`config.mk`:
```
export PLATFORM = sky130hd
export DESIGN_NAME = load_cell_pressure_averager
export DESIGN_NICKNAME = d
export VERILOG_FILES = /design/src/hdl/lcpa_pkg.sv /design/src/hdl/lcpa_ring.sv /design/src/hdl/lcpa_div.sv /design/src/hdl/load_cell_pressure_averager.sv
export SDC_FILE = /design/constraint.sdc
export NUM_CORES = 2
export LEC_CHECK = 0
export BUFFER_PORTS_ARGS = -buffer_cell sky130_fd_sc_hd__buf_4
export CAP_MARGIN = 20
export CORE_MARGIN = 3
export CORE_UTILIZATION = 25
export DETAILED_ROUTE_END_ITERATION = 16
export REMOVE_ABC_BUFFERS = 1
export SLEW_MARGIN = 15
export SYNTH_ARGS = -nofsm -noshare
export SYNTH_HDL_FRONTEND = slang
export SYNTH_HIERARCHICAL = 1
export SYNTH_SLANG_ARGS = --single-unit
```
`constraint.sdc`:
```
create_clock -name clk -period 6.4 [get_ports clk]
set_clock_uncertainty 0.05 [all_clocks]
set_input_delay 0.96 -clock clk [delete_from_list [all_inputs] [get_ports clk]]
set_output_delay 0.96 -clock clk [all_outputs]
set_load 0.05 [all_outputs]
```
`src/hdl/lcpa_pkg.sv`:
```
// lcpa_pkg: shared types and constants for the load cell pressure averager
// used by lcpa_ring, lcpa_div and the top level load_cell_pressure_averager
`default_nettype none

package lcpa_pkg;

  // default ring depth in items
  localparam int SAMPLES_DEF = 16;

  // converter word and result field widths
  localparam int RAW_W  = 24;
  localparam int AVG_W  = 32;
  localparam int PRES_W = 24;
  localparam int REG_W  = 32;

  // shared divider: signed numerator and denominator, magnitudes one bit narrower
  localparam int NUM_W     = 41;
  localparam int NUM_MAG_W = NUM_W - 1;
  localparam int DEN_W     = 33;
  localparam int DEN_MAG_W = DEN_W - 1;
  localparam int CNT_W     = $clog2(NUM_MAG_W + 1);

  // 7.50062 in Q.16, rounded to nearest
  localparam int MMHG_W = 20;
  localparam logic signed [MMHG_W-1:0] MMHG_PER_KPA_Q16 = 20'sd491561;

  localparam int PROD_W = PRES_W + MMHG_W;

  // register map, word index on the configuration port
  localparam int CFG_ADDR_W = 3;
  typedef enum logic {
    REG_ZERO_OFFSET    = 1'b0,
    REG_COUNTS_PER_KPA = 1'b1
  } cfg_reg_t;

  // input command codes
  typedef enum logic {
    CMD_SAMPLE = 1'b0,
    CMD_CLEAR  = 1'b1
  } cmd_t;

  // ring control from the sequencer
  typedef struct packed {
    logic clr;
    logic rd;
    logic upd;
  } ring_ctl_t;

endpackage

`default_nettype wire

```
`src/hdl/lcpa_ring.sv`:
```
// lcpa_ring: sample ring memory with running sum and saturating fill count
// depends on lcpa_pkg
`default_nettype none

module lcpa_ring #(
  parameter int SAMPLES = lcpa_pkg::SAMPLES_DEF,
  parameter int PTR_W   = (SAMPLES > 1) ? $clog2(SAMPLES) : 1,
  parameter int FILL_W  = $clog2(SAMPLES + 1),
  parameter int SUM_W   = lcpa_pkg::RAW_W + FILL_W
) (
  input  wire                               clk,
  input  wire                               rst_n,
  input  wire lcpa_pkg::ring_ctl_t          ctl,
  input  wire logic signed [lcpa_pkg::RAW_W-1:0] sample,
  output logic signed [SUM_W-1:0]           sum,
  output logic [FILL_W-1:0]                 fill
);
  import lcpa_pkg::*;

  logic [RAW_W-1:0]        mem_r [SAMPLES];
  logic [RAW_W-1:0]        rd_data_r;
  logic [PTR_W-1:0]        wp_r, wp_nxt;
  logic [FILL_W-1:0]       fill_r, fill_nxt;
  logic signed [SUM_W-1:0] sum_r, sum_nxt;
  logic                    full;
  logic signed [SUM_W-1:0] old_ext, new_ext;

  always_ff @(posedge clk) begin
    if (ctl.rd) begin
      rd_data_r <= mem_r[wp_r];
    end
    if (ctl.upd) begin
      mem_r[wp_r] <= sample;
    end
  end

  // entries ahead of the write pointer hold data only once the ring has wrapped
  assign full    = (fill_r == FILL_W'(SAMPLES));
  assign old_ext = full ? {{(SUM_W-RAW_W){rd_data_r[RAW_W-1]}}, rd_data_r} : '0;
  assign new_ext = {{(SUM_W-RAW_W){sample[RAW_W-1]}}, sample};

  always_comb begin
    sum_nxt  = sum_r - old_ext + new_ext;
    wp_nxt   = (wp_r == PTR_W'(SAMPLES - 1)) ? '0 : wp_r + 1'b1;
    fill_nxt = full ? fill_r : fill_r + 1'b1;
  end

  always_ff @(posedge clk) begin
    if (!rst_n || ctl.clr) begin
      wp_r   <= '0;
      fill_r <= '0;
      sum_r  <= '0;
    end else if (ctl.upd) begin
      wp_r   <= wp_nxt;
      fill_r <= fill_nxt;
      sum_r  <= sum_nxt;
    end
  end

  assign sum  = sum_r;
  assign fill = fill_r;

endmodule

`default_nettype wire

```
`src/hdl/lcpa_div.sv`:
```
// lcpa_div: shared signed restoring divider, one quotient bit per cycle,
// quotient truncated toward zero; depends on lcpa_pkg
`default_nettype none

module lcpa_div (
  input  wire                                     clk,
  input  wire                                     rst_n,
  input  wire                                     start,
  input  wire logic signed [lcpa_pkg::NUM_W-1:0]  num,
  input  wire logic signed [lcpa_pkg::DEN_W-1:0]  den,
  input  wire logic [lcpa_pkg::CNT_W-1:0]         nbits,
  output logic                                    done,
  output logic signed [lcpa_pkg::NUM_W-1:0]       quo
);
  import lcpa_pkg::*;

  logic                      busy_r;
  logic                      done_r;
  logic [CNT_W-1:0]          cnt_r;
  logic                      neg_r;
  logic [DEN_MAG_W-1:0]      rem_r, rem_nxt;
  logic [NUM_MAG_W-1:0]      acc_r, acc_nxt;
  logic [DEN_MAG_W-1:0]      d_r;
  logic signed [NUM_W-1:0]   quo_r;
  logic [NUM_W-1:0]          num_abs;
  logic [DEN_W-1:0]          den_abs;
  logic [DEN_MAG_W+1:0]      trial;
  logic                      ge;

  assign num_abs = num[NUM_W-1] ? NUM_W'(-num) : NUM_W'(num);
  assign den_abs = den[DEN_W-1] ? DEN_W'(-den) : DEN_W'(den);

  always_comb begin
    trial   = {1'b0, rem_r, acc_r[NUM_MAG_W-1]} - {2'b00, d_r};
    ge      = !trial[DEN_MAG_W+1];
    rem_nxt = ge ? trial[DEN_MAG_W-1:0] : {rem_r[DEN_MAG_W-2:0], acc_r[NUM_MAG_W-1]};
    acc_nxt = {acc_r[NUM_MAG_W-2:0], ge};
  end

  always_ff @(posedge clk) begin
    if (!rst_n) begin
      busy_r <= 1'b0;
      done_r <= 1'b0;
      cnt_r  <= '0;
    end else begin
      done_r <= busy_r && !start && (cnt_r == CNT_W'(1));
      if (start) begin
        busy_r <= 1'b1;
        cnt_r  <= nbits;
      end else if (busy_r) begin
        cnt_r <= cnt_r - 1'b1;
        if (cnt_r == CNT_W'(1)) begin
          busy_r <= 1'b0;
        end
      end
    end
  end

  always_ff @(posedge clk) begin
    if (start) begin
      // align the significant numerator bits to the top of the shifter
      acc_r <= num_abs[NUM_MAG_W-1:0] << (CNT_W'(NUM_MAG_W) - nbits);
      rem_r <= '0;
      d_r   <= den_abs[DEN_MAG_W-1:0];
      neg_r <= num[NUM_W-1] ^ den[DEN_W-1];
    end else if (busy_r) begin
      acc_r <= acc_nxt;
      rem_r <= rem_nxt;
      if (cnt_r == CNT_W'(1)) begin
        quo_r <= neg_r ? -$signed({1'b0, acc_nxt}) : $signed({1'b0, acc_nxt});
      end
    end
  end

  assign done = done_r;
  assign quo  = quo_r;

endmodule

`default_nettype wire

```
`src/hdl/load_cell_pressure_averager.sv`:
```
// load_cell_pressure_averager: top level with sequencer, registers and output stage
// depends on lcpa_pkg, lcpa_ring and lcpa_div
//
// Usage: each input item carries a 24-bit converter word on in_tdata and a command
// on in_tuser (0 = sample, 1 = clear the averaging ring). Each input item yields
// exactly one result item on the out_ channel: the raw signed sample, the moving
// average in Q24.8, pressure in kPa and mmHg (Q16.8, saturated) and the calibrated
// flag on out_tuser. zero_offset and counts_per_kpa are written over the cfg_ APB
// port at byte addresses 0 and 4; pressure is computed only when counts_per_kpa
// is nonzero, otherwise both pressure fields read 0.
// Timing: in_tready is high only while the sequencer is idle. A sample item uses the
// shared divider, which retires one quotient bit per cycle, once for the average and,
// when calibrated, once for kPa. The result waits in the output register while the
// next item is taken; if the receiver stalls, a further result holds the sequencer
// until the register frees. Reset empties the ring and clears both calibration registers.
`default_nettype none

module load_cell_pressure_averager #(
  parameter int SAMPLES = lcpa_pkg::SAMPLES_DEF
) (
  input  wire                                   clk,
  input  wire                                   rst_n,
  // in_tdata: raw_code[23:0]
  input  wire logic [lcpa_pkg::RAW_W-1:0]       in_tdata,
  // in_tuser: cmd[0]
  input  wire logic                             in_tuser,
  input  wire                                   in_tvalid,
  output logic                                  in_tready,
  // out_tdata: raw_signed[23:0], filtered_counts[55:24], pressure_kpa[79:56],
  // pressure_mmhg[103:80]
  output logic [103:0]                          out_tdata,
  // out_tuser: calibrated[0]
  output logic                                  out_tuser,
  output logic                                  out_tvalid,
  input  wire                                   out_tready,
  input  wire                                   cfg_psel,
  input  wire                                   cfg_penable,
  input  wire                                   cfg_pwrite,
  input  wire logic [lcpa_pkg::CFG_ADDR_W-1:0]  cfg_paddr,
  input  wire logic [lcpa_pkg::REG_W-1:0]       cfg_pwdata,
  output logic [lcpa_pkg::REG_W-1:0]            cfg_prdata,
  output logic                                  cfg_pready
);
  import lcpa_pkg::*;

  localparam int PTR_W  = (SAMPLES > 1) ? $clog2(SAMPLES) : 1;
  localparam int FILL_W = $clog2(SAMPLES + 1);
  localparam int SUM_W  = RAW_W + FILL_W;
  localparam int SH_W   = PROD_W - 16 + 1;

  typedef enum logic [3:0] {
    S_IDLE,
    S_READ,
    S_UPD,
    S_AVG_GO,
    S_AVG_WAIT,
    S_KPA_GO,
    S_KPA_WAIT,
    S_KSAT,
    S_PROD,
    S_MSAT,
    S_DONE
  } state_t;

  state_t                    state_r;
  logic signed [REG_W-1:0]   offset_r, gain_r;
  logic signed [RAW_W-1:0]   raw_r;
  logic signed [AVG_W-1:0]   avg_r;
  logic signed [NUM_W-1:0]   kpa_r;
  logic signed [PRES_W-1:0]  kpa_sat_r, mmhg_r;
  logic signed [PROD_W-1:0]  prod_r;
  logic                      cal_r;
  logic [103:0]              out_data_r;
  logic                      out_user_r, out_valid_r;

  logic                      cfg_wr;
  logic                      in_fire;
  logic                      out_load;
  ring_ctl_t                 ring_ctl;
  logic signed [SUM_W-1:0]   ring_sum;
  logic [FILL_W-1:0]         ring_fill;
  logic                      div_start, div_done;
  logic signed [NUM_W-1:0]   div_num, div_quo;
  logic signed [DEN_W-1:0]   div_den;
  logic [CNT_W-1:0]          div_nbits;
  logic signed [AVG_W:0]     diff;
  logic signed [PRES_W-1:0]  kpa_sat;
  logic signed [PROD_W:0]    prod_adj;
  logic signed [SH_W-1:0]    mmhg_sh;
  logic signed [PRES_W-1:0]  mmhg_sat;
  logic signed [PROD_W-1:0]  prod_nxt;

  // configuration port
  assign cfg_wr     = cfg_psel && cfg_penable && cfg_pwrite && cfg_pready;
  assign cfg_pready = 1'b1;
  assign cfg_prdata = (cfg_reg_t'(cfg_paddr[2]) == REG_COUNTS_PER_KPA) ? gain_r : offset_r;

  always_ff @(posedge clk) begin
    if (!rst_n) begin
      offset_r <= '0;
      gain_r   <= '0;
    end else if (cfg_wr) begin
      unique case (cfg_reg_t'(cfg_paddr[2]))
        REG_ZERO_OFFSET:    offset_r <= cfg_pwdata;
        REG_COUNTS_PER_KPA: gain_r   <= cfg_pwdata;
        default:            offset_r <= offset_r;
      endcase
    end
  end

  assign in_tready = (state_r == S_IDLE);
  assign in_fire   = in_tvalid && in_tready;

  // hand the item to the output register once it is free
  assign out_load  = (state_r == S_DONE) && (!out_valid_r || out_tready);

  always_comb begin
    ring_ctl.clr = in_fire && (cmd_t'(in_tuser) == CMD_CLEAR);
    ring_ctl.rd  = (state_r == S_READ);
    ring_ctl.upd = (state_r == S_UPD);
  end

  lcpa_ring #(
    .SAMPLES (SAMPLES),
    .PTR_W   (PTR_W),
    .FILL_W  (FILL_W),
    .SUM_W   (SUM_W)
  ) u_ring (
    .clk    (clk),
    .rst_n  (rst_n),
    .ctl    (ring_ctl),
    .sample (raw_r),
    .sum    (ring_sum),
    .fill   (ring_fill)
  );

  // divider operands: average first, then kPa
  always_comb begin
    diff = {avg_r[AVG_W-1], avg_r} - {offset_r[REG_W-1], offset_r};
    if (state_r == S_KPA_GO) begin
      div_num   = {diff, 8'h00};
      div_den   = {gain_r[REG_W-1], gain_r};
      div_nbits = CNT_W'(NUM_MAG_W);
    end else begin
      div_num   = {{(NUM_W-8-SUM_W){ring_sum[SUM_W-1]}}, ring_sum, 8'h00};
      div_den   = DEN_W'(ring_fill);
      div_nbits = CNT_W'(SUM_W + 8);
    end
    div_start = (state_r == S_AVG_GO) || (state_r == S_KPA_GO);
  end

  lcpa_div u_div (
    .clk   (clk),
    .rst_n (rst_n),
    .start (div_start),
    .num   (div_num),
    .den   (div_den),
    .nbits (div_nbits),
    .done  (div_done),
    .quo   (div_quo)
  );

  // saturation and mmHg scaling; a saturated kPa always saturates mmHg the same way
  always_comb begin
    if (kpa_r > NUM_W'(signed'(24'sh7fffff))) begin
      kpa_sat = 24'sh7fffff;
    end else if (kpa_r < -NUM_W'(signed'(25'sh0800000))) begin
      kpa_sat = -24'sh800000;
    end else begin
      kpa_sat = kpa_r[PRES_W-1:0];
    end
    prod_nxt = kpa_sat_r * MMHG_PER_KPA_Q16;
    prod_adj = {prod_r[PROD_W-1], prod_r} + (prod_r[PROD_W-1] ? (PROD_W+1)'(16'hffff) : '0);
    mmhg_sh  = prod_adj[PROD_W:16];
    if (mmhg_sh > SH_W'(signed'(24'sh7fffff))) begin
      mmhg_sat = 24'sh7fffff;
    end else if (mmhg_sh < -SH_W'(signed'(25'sh0800000))) begin
      mmhg_sat = -24'sh800000;
    end else begin
      mmhg_sat = mmhg_sh[PRES_W-1:0];
    end
  end

  always_ff @(posedge clk) begin
    if (!rst_n) begin
      state_r     <= S_IDLE;
      out_valid_r <= 1'b0;
    end else begin
      if (out_load) begin
        out_valid_r <= 1'b1;
      end else if (out_valid_r && out_tready) begin
        out_valid_r <= 1'b0;
      end
      unique case (state_r)
        S_IDLE: begin
          if (in_fire) begin
            cal_r     <= (gain_r != '0);
            kpa_sat_r <= '0;
            mmhg_r    <= '0;
            avg_r     <= '0;
            if (cmd_t'(in_tuser) == CMD_CLEAR) begin
              raw_r   <= '0;
              state_r <= S_DONE;
            end else begin
              raw_r   <= in_tdata;
              state_r <= S_READ;
            end
          end
        end
        S_READ:   state_r <= S_UPD;
        S_UPD:    state_r <= S_AVG_GO;
        S_AVG_GO: state_r <= S_AVG_WAIT;
        S_AVG_WAIT: begin
          if (div_done) begin
            avg_r   <= div_quo[AVG_W-1:0];
            state_r <= cal_r ? S_KPA_GO : S_DONE;
          end
        end
        S_KPA_GO: state_r <= S_KPA_WAIT;
        S_KPA_WAIT: begin
          if (div_done) begin
            kpa_r   <= div_quo;
            state_r <= S_KSAT;
          end
        end
        S_KSAT: begin
          kpa_sat_r <= kpa_sat;
          state_r   <= S_PROD;
        end
        S_PROD: begin
          prod_r  <= prod_nxt;
          state_r <= S_MSAT;
        end
        S_MSAT: begin
          mmhg_r  <= mmhg_sat;
          state_r <= S_DONE;
        end
        S_DONE: begin
          if (out_load) begin
            out_data_r <= {mmhg_r, kpa_sat_r, avg_r, raw_r};
            out_user_r <= cal_r;
            state_r    <= S_IDLE;
          end
        end
        default: state_r <= S_IDLE;
      endcase
    end
  end

  assign out_tdata  = out_data_r;
  assign out_tuser  = out_user_r;
  assign out_tvalid = out_valid_r;

  a_busy_after_accept: assert property (@(posedge clk) disable iff (!rst_n)
    in_fire |=> !in_tready)
    else $error("input taken while an item is in progress");

  a_uncal_zero: assert property (@(posedge clk) disable iff (!rst_n)
    (out_tvalid && !out_tuser) |-> (out_tdata[103:56] == '0))
    else $error("pressure fields nonzero on an uncalibrated item");

  a_fill_bound: assert property (@(posedge clk) disable iff (!rst_n)
    ring_fill <= FILL_W'(SAMPLES))
    else $error("fill count beyond ring depth");

  a_div_expected: assert property (@(posedge clk) disable iff (!rst_n)
    div_done |-> (state_r == S_AVG_WAIT || state_r == S_KPA_WAIT))
    else $error("divider finished outside a wait state");

endmodule

`default_nettype wire

```
# --- Yosys cells after proc, flatten, opt, wreduce, memory -nomap -nowiden ---
# Memories as Yosys holds them, arrays and structs flattened. A register that Yosys moved wholly into a read port is not among the register bits.
# Index checks and enable logic that the tools add are counted.
op_classes:
  mux: 39
  reduce_logical: 34
  addsub: 12
  eq_ne: 17
  magnitude_cmp: 4
  mul: 1
  shifts: 1
  n_bitwise: 4
ops:
  columns: ["cell", "count"]
  rows:
  - ["$mux 32", 5]
  - ["$mux 40", 4]
  - ["$mux 24", 5]
  - ["$pmux 24 s2", 2]
  - ["$pmux 32 s2", 1]
  - ["$add 44x17->45", 1]
  - ["$mul 24x20->44 const B", 1]
  - ["$pmux 4 s11", 1]
  - ["$gt 41x24->1 const B", 1]
  - ["$lt 41x24->1 const B", 1]
  - ["$mux 41", 1]
  - ["$neg 40->41", 1]
  - ["$neg 40->40", 1]
  - ["$shl 40x6->40", 1]
  - ["$sub 33x32->34", 1]
  - ["$mux 33", 1]
  - ["$sub 32x32->33", 1]
  - ["$mux 4", 8]
  - ["$neg 32->32", 1]
  - ["$reduce_bool 32->1", 1]
  - ["$add 29x24->29", 1]
  - ["$gt 29x24->1 const B", 1]
  - ["$lt 29x24->1 const B", 1]
  - ["$mux 29", 1]
  - ["other kinds (26)", 69]
word_totals:
  ramBits: 384
  elab_cells: 138
  regBits: 556
  n_memories: 1
  out_inout_bits: 140
memory_table:
  columns: ["memory", "words", "width", "rd", "rd_clocked_by_memory_dff", "wr", "line", "text"]
  rows:
  - ["u_ring.mem_r", 16, 24, 1, 1, 1, "lcpa_ring.sv:20", "logic [RAW_W-1:0] mem_r [SAMPLES];"]

# --- Logic depth before layout (Yosys ltp) ---
depth:
  ltp_word: 6
  ltp_mapped: 22
  ltp_nobuf: 21

# --- Modules after synthesis ---
# The synthesis kept the hierarchy.
by_module_without_submodules:
  columns: ["mod", "area_per_inst_um2", "seq_area_each_um2", "instances", "cells_each"]
  rows:
  - ["load_cell_pressure_averager", 22735.6, 10239.8, 1, 2140]
  - ["lcpa_ring", 19386.1, 13012.5, 1, 1113]
  - ["lcpa_div", 12699.7, 4224.1, 1, 1454]

# --- Worst setup path after synthesis ---
# OpenSTA, ideal clock, no wires.
synth_path:
  path_kind: "input-to-reg"
  startpoint: "input port out_tready"
  endpoint: "register out_data_r[0] (netlist: out_tdata[0]) (enable)"
  cell_stages: 3
  t_arrival_ns: 5.547
  path_slack_ns: 0.231
  setup_ns: 0.572
  cell_sequence: "nand2b_1 nand2_1 nor2_1"
synth_between:
  elab_chain_cells: 3
synth_lines:
  columns: ["element", "line", "text"]
  rows:
  - ["start: declaration", "load_cell_pressure_averager.sv:35", "input wire out_tready,"]
  - ["$logic_or 1x1->1", "load_cell_pressure_averager.sv:115", "assign out_load = (state_r == S_DONE) && (!out_valid_r || out_tready);"]
  - ["$logic_and 1x1->1", "load_cell_pressure_averager.sv:115", null]
  - ["$reduce_and 3->1 (no line)", null, null]
  - ["end signal: assignment", "load_cell_pressure_averager.sv:240", "out_data_r <= {mmhg_r, kpa_sat_r, avg_r, raw_r};"]
  - ["end: declaration", "load_cell_pressure_averager.sv:73", "logic [103:0] out_data_r;"]
# No other way between the ends.
# A chain may end at the register's enable or synchronous reset.

# --- Final worst setup path ---
layout_path:
  startpoint: "register kpa_sat_r[2]"
  endpoint: "register prod_r[41], data pin"
layout_between:
  elab_chain_cells: 1
layout_lines:
  columns: ["element", "line", "text"]
  rows:
  - ["start: declaration", "load_cell_pressure_averager.sv:70", "logic signed [PRES_W-1:0] kpa_sat_r, mmhg_r;"]
  - ["start signal: assignment", "load_cell_pressure_averager.sv:227", "kpa_sat_r <= kpa_sat;"]
  - ["$mul 24x20->44", "load_cell_pressure_averager.sv:172", "prod_nxt = kpa_sat_r * MMHG_PER_KPA_Q16;"]
  - ["via prod_nxt[41]", "load_cell_pressure_averager.sv:91", "logic signed [PROD_W-1:0] prod_nxt;"]
  - ["end signal: assignment", "load_cell_pressure_averager.sv:231", "prod_r <= prod_nxt;"]
  - ["end: declaration", "load_cell_pressure_averager.sv:71", "logic signed [PROD_W-1:0] prod_r;"]
# The timed path passes the listed nets, and every way through them passes these cells.

==> metrics.txt <==
worst endpoint required time=6.83 ns; DR iter-0 viols=slightly below 3000; Yosys top cell by area=edfxtp_1; largest buffer count on any clock path=3; Post-synth EDFFs=a little over 800; initial antenna violation count=9; 1st-pass router iterations=6; crit start category=flip-flop; Area contributors post-synth=edfxtp_1 45%, ha_1 6.1%, mux4_2 5.4%; htree depth=3; final RePlAce weighted congestion=roughly 0.89; full die area=224900 µm²; routed vias/inst=4.722; grt ovf=0; worst path arrival time=6.61 ns; Post-Syn Area=54820 µm²; Synth Area per Inst=11.65 µm²; CTS Sinks=a little under 1000; Synth Instances=between 4000 and 5000; layout cells sized above 1=14.10%; Yosys top cell area share=44.75%; Achievable Freq=161.9 MHz; RSZ-0062 raised after global routing=yes; Ports=207; Die Span Y=474.3 µm; DR WL/cell=18.48 µm; die width=474.3 µm; Slew Viols, Final=0; maximum fanout along the worst path=6; top_reg_cell synth=edfxtp_1; fin crit period=6.178 ns; final antenna-violating net count=0; Final setup violation count=0; Num CTS Buffers=98; placed cells=between 7000 and 8000; Cell variety after synth=120; status=completed; Hold WC Path Type=reg2reg; Hold Violations, Final=0; Syn. warnings=6; Routed WL=146.1 mm; hold_ws=0.3679 ns; vias in the first global route=37130; # Post-CTS Setup Buffers=0; critical path type=reg2reg; area of the core=~220000 µm²; Final Cycle Share=96.54%; P&R area growth vs syn=15.82%; largest net degree at the start of global routing=88; clk_lat worst skew=0.76 ns; R2R setup slack=around 0.22 ns; Worst Max-Slew Pin Slew=approximately 1.0 ns; async set-reset flop share out of synthesis=0%; fin nets=5441; Initial Utilization=25.19%; CP endpoint kind=flip-flop; number of remaining DRC errors=0; Tot GR Track Use=12.77%; Port Buf Inserts=203; Synth Register Bits=964; sequential cell area fraction in the yosys report=50.12%; post-DP HPWL=107.3 mm; non-filler instance count after layout=7905; clock tree from TritonCTS=yes; global-route wire length before repair=223.6 mm; total number of vias=37330; Clock transition at path regs=0.06 ns; row count=171; maxcap violations=0; root buf cell=clkbuf_16; Worst slew margin=a little under a third
==> placed cells by master (no fill, tap or decap), types with 19 or more instances in the layout <==
cell and instances:
a211oi_1 31, a21o_1 67, a21oi_1 231, a311oi_1 28, a31oi_1 24, and2_1 113
and3_1 19, buf_4 319, clkbuf_1 24, clkbuf_16 98, conb_1 50, dfxtp_1 144
edfxtp_1 817, fa_1 139, ha_1 266, inv_1 471, mux2_2 19, mux2i_1 52
mux4_2 132, nand2_1 456, nand2b_1 26, nand3_1 57, nand4_1 53, nor2_1 202
nor2b_1 44, nor3_1 58, nor4_1 44, o211ai_1 27, o21a_1 64, o21ai_0 191
o21ai_1 32, o22ai_1 21, o31ai_1 49, o41ai_1 27, or3_1 38, xnor2_1 184
xor2_1 85
==> per-stage QoR <==
stage	TNS, ns	util [%]	worst slack (ns)	instance area [µm²]
after floorplan	-103.63	-	-3.283	54130
after global placement	0	27.72	0.2465	60320
after detailed placement	0	27.74	0.2267	60350
after CTS	0	29.16	0.2445	63440
after global routing	-0.03585	29.18	-0.03162	63490
final	0	29.18	0.2216	63490
==> critical path, cell delays in order, from the launching register on <==
cell,delay [ns]
edfxtp_1,0.39
buf_4,0.18
ha_1,0.34
fa_1,0.47
ha_1,0.33
xor2_1,0.18
fa_1,0.53
fa_1,0.42
ha_1,0.29
inv_1,0.05
fa_1,0.50
inv_1,0.04
ha_1,0.22
or3_1,0.43
o21bai_1,0.19
a41oi_2,0.25
nor3b_2,0.22
a21oi_2,0.13
a21boi_2,0.27
nor3_1,0.09
or3_1,0.36
==> routing by layer <==
layer  vias up  share of wire [%]  wire length, µm  GRT usage, %
li1      17620                  -                -             -
met1     18450                 44            63830         16.63
met2      1031                 47            69120         21.20
met3       230                5.6             8147         2.319
met4         4                3.4             4952         4.462
met5         -              0.018               26             0
==> cell usage after synthesis (67+ instances only) <==
cell,instances
edfxtp_1,817
fa_1,139
mux4_2,132
o21ai_0,193
dfxtp_1,147
nand2_1,456
a21oi_1,231
xnor2_1,187
clkbuf_1,165
a21o_1,67
inv_1,471
and2_1,113
nor2_1,209
ha_1,266
xor2_1,88
==> sequential cells by signal (all words and copies together), names as in the netlist, 24 cells and up <==
| name | flops |
|---|---|
| u_ring/mem_r | 384 |
| out_tdata | 104 |
| u_div/rem_r | 32 |
| u_div/acc_r | 40 |
| prod_r | 44 |
| avg_r | 32 |
| u_ring/sum | 29 |
| gain_r | 32 |
| offset_r | 32 |
| mmhg_r | 24 |
| u_div/d_r | 32 |
| u_ring/rd_data_r | 24 |
| kpa_sat_r | 24 |
| kpa_r | 41 |
| u_div/quo | 41 |
| raw_r | 24 |
==> worst paths after layout <==
kind,start,end,cells past startpoint
setup / recovery,kpa_sat_r[2],prod_r[41],20
hold / removal,mmhg_r[1],out_tdata[81],0
setup reg to reg,kpa_sat_r[2],prod_r[41],20
hold reg to reg,mmhg_r[1],out_tdata[81],0
==> cell families after synthesis <==
| logic type | share of synthesized area [%] |
|---|---|
| adders and majority gates | 11.15 |
| AOI/OAI and AO/OA | 12.15 |
| DFF | 50.12 |
| xor gates and xnor gates | 4.393 |
| other | 0.01370 |
| and+or+nand+nor | 10.51 |
| buffers and inverters | 4.834 |
| muxes | 6.824 |
==> area by class of cell <==
cell class / instances / area [µm²]
inverter: 473 / 1775
fill: 22020 / 154100
clock inverter: 59 / 550.5
antenna: 1 / 2.502
clock buffer: 122 / 2542
sequential: 964 / 27490
timing repair buffer: 327 / 2539
tap: 2854 / 3571
multi-input combinational: 3105 / 25030
==> timing repair <==
| item | in CTS | in global routing |
|---|---|---|
| hold buffers | 0 | 0 |
| resized for setup | 0 | 2 |
| endpoints found under the setup margin | 0 | 3 |
Power is not shown: default switching activity piles up to over one toggle a cycle in this logic, so the estimate is an artifact.
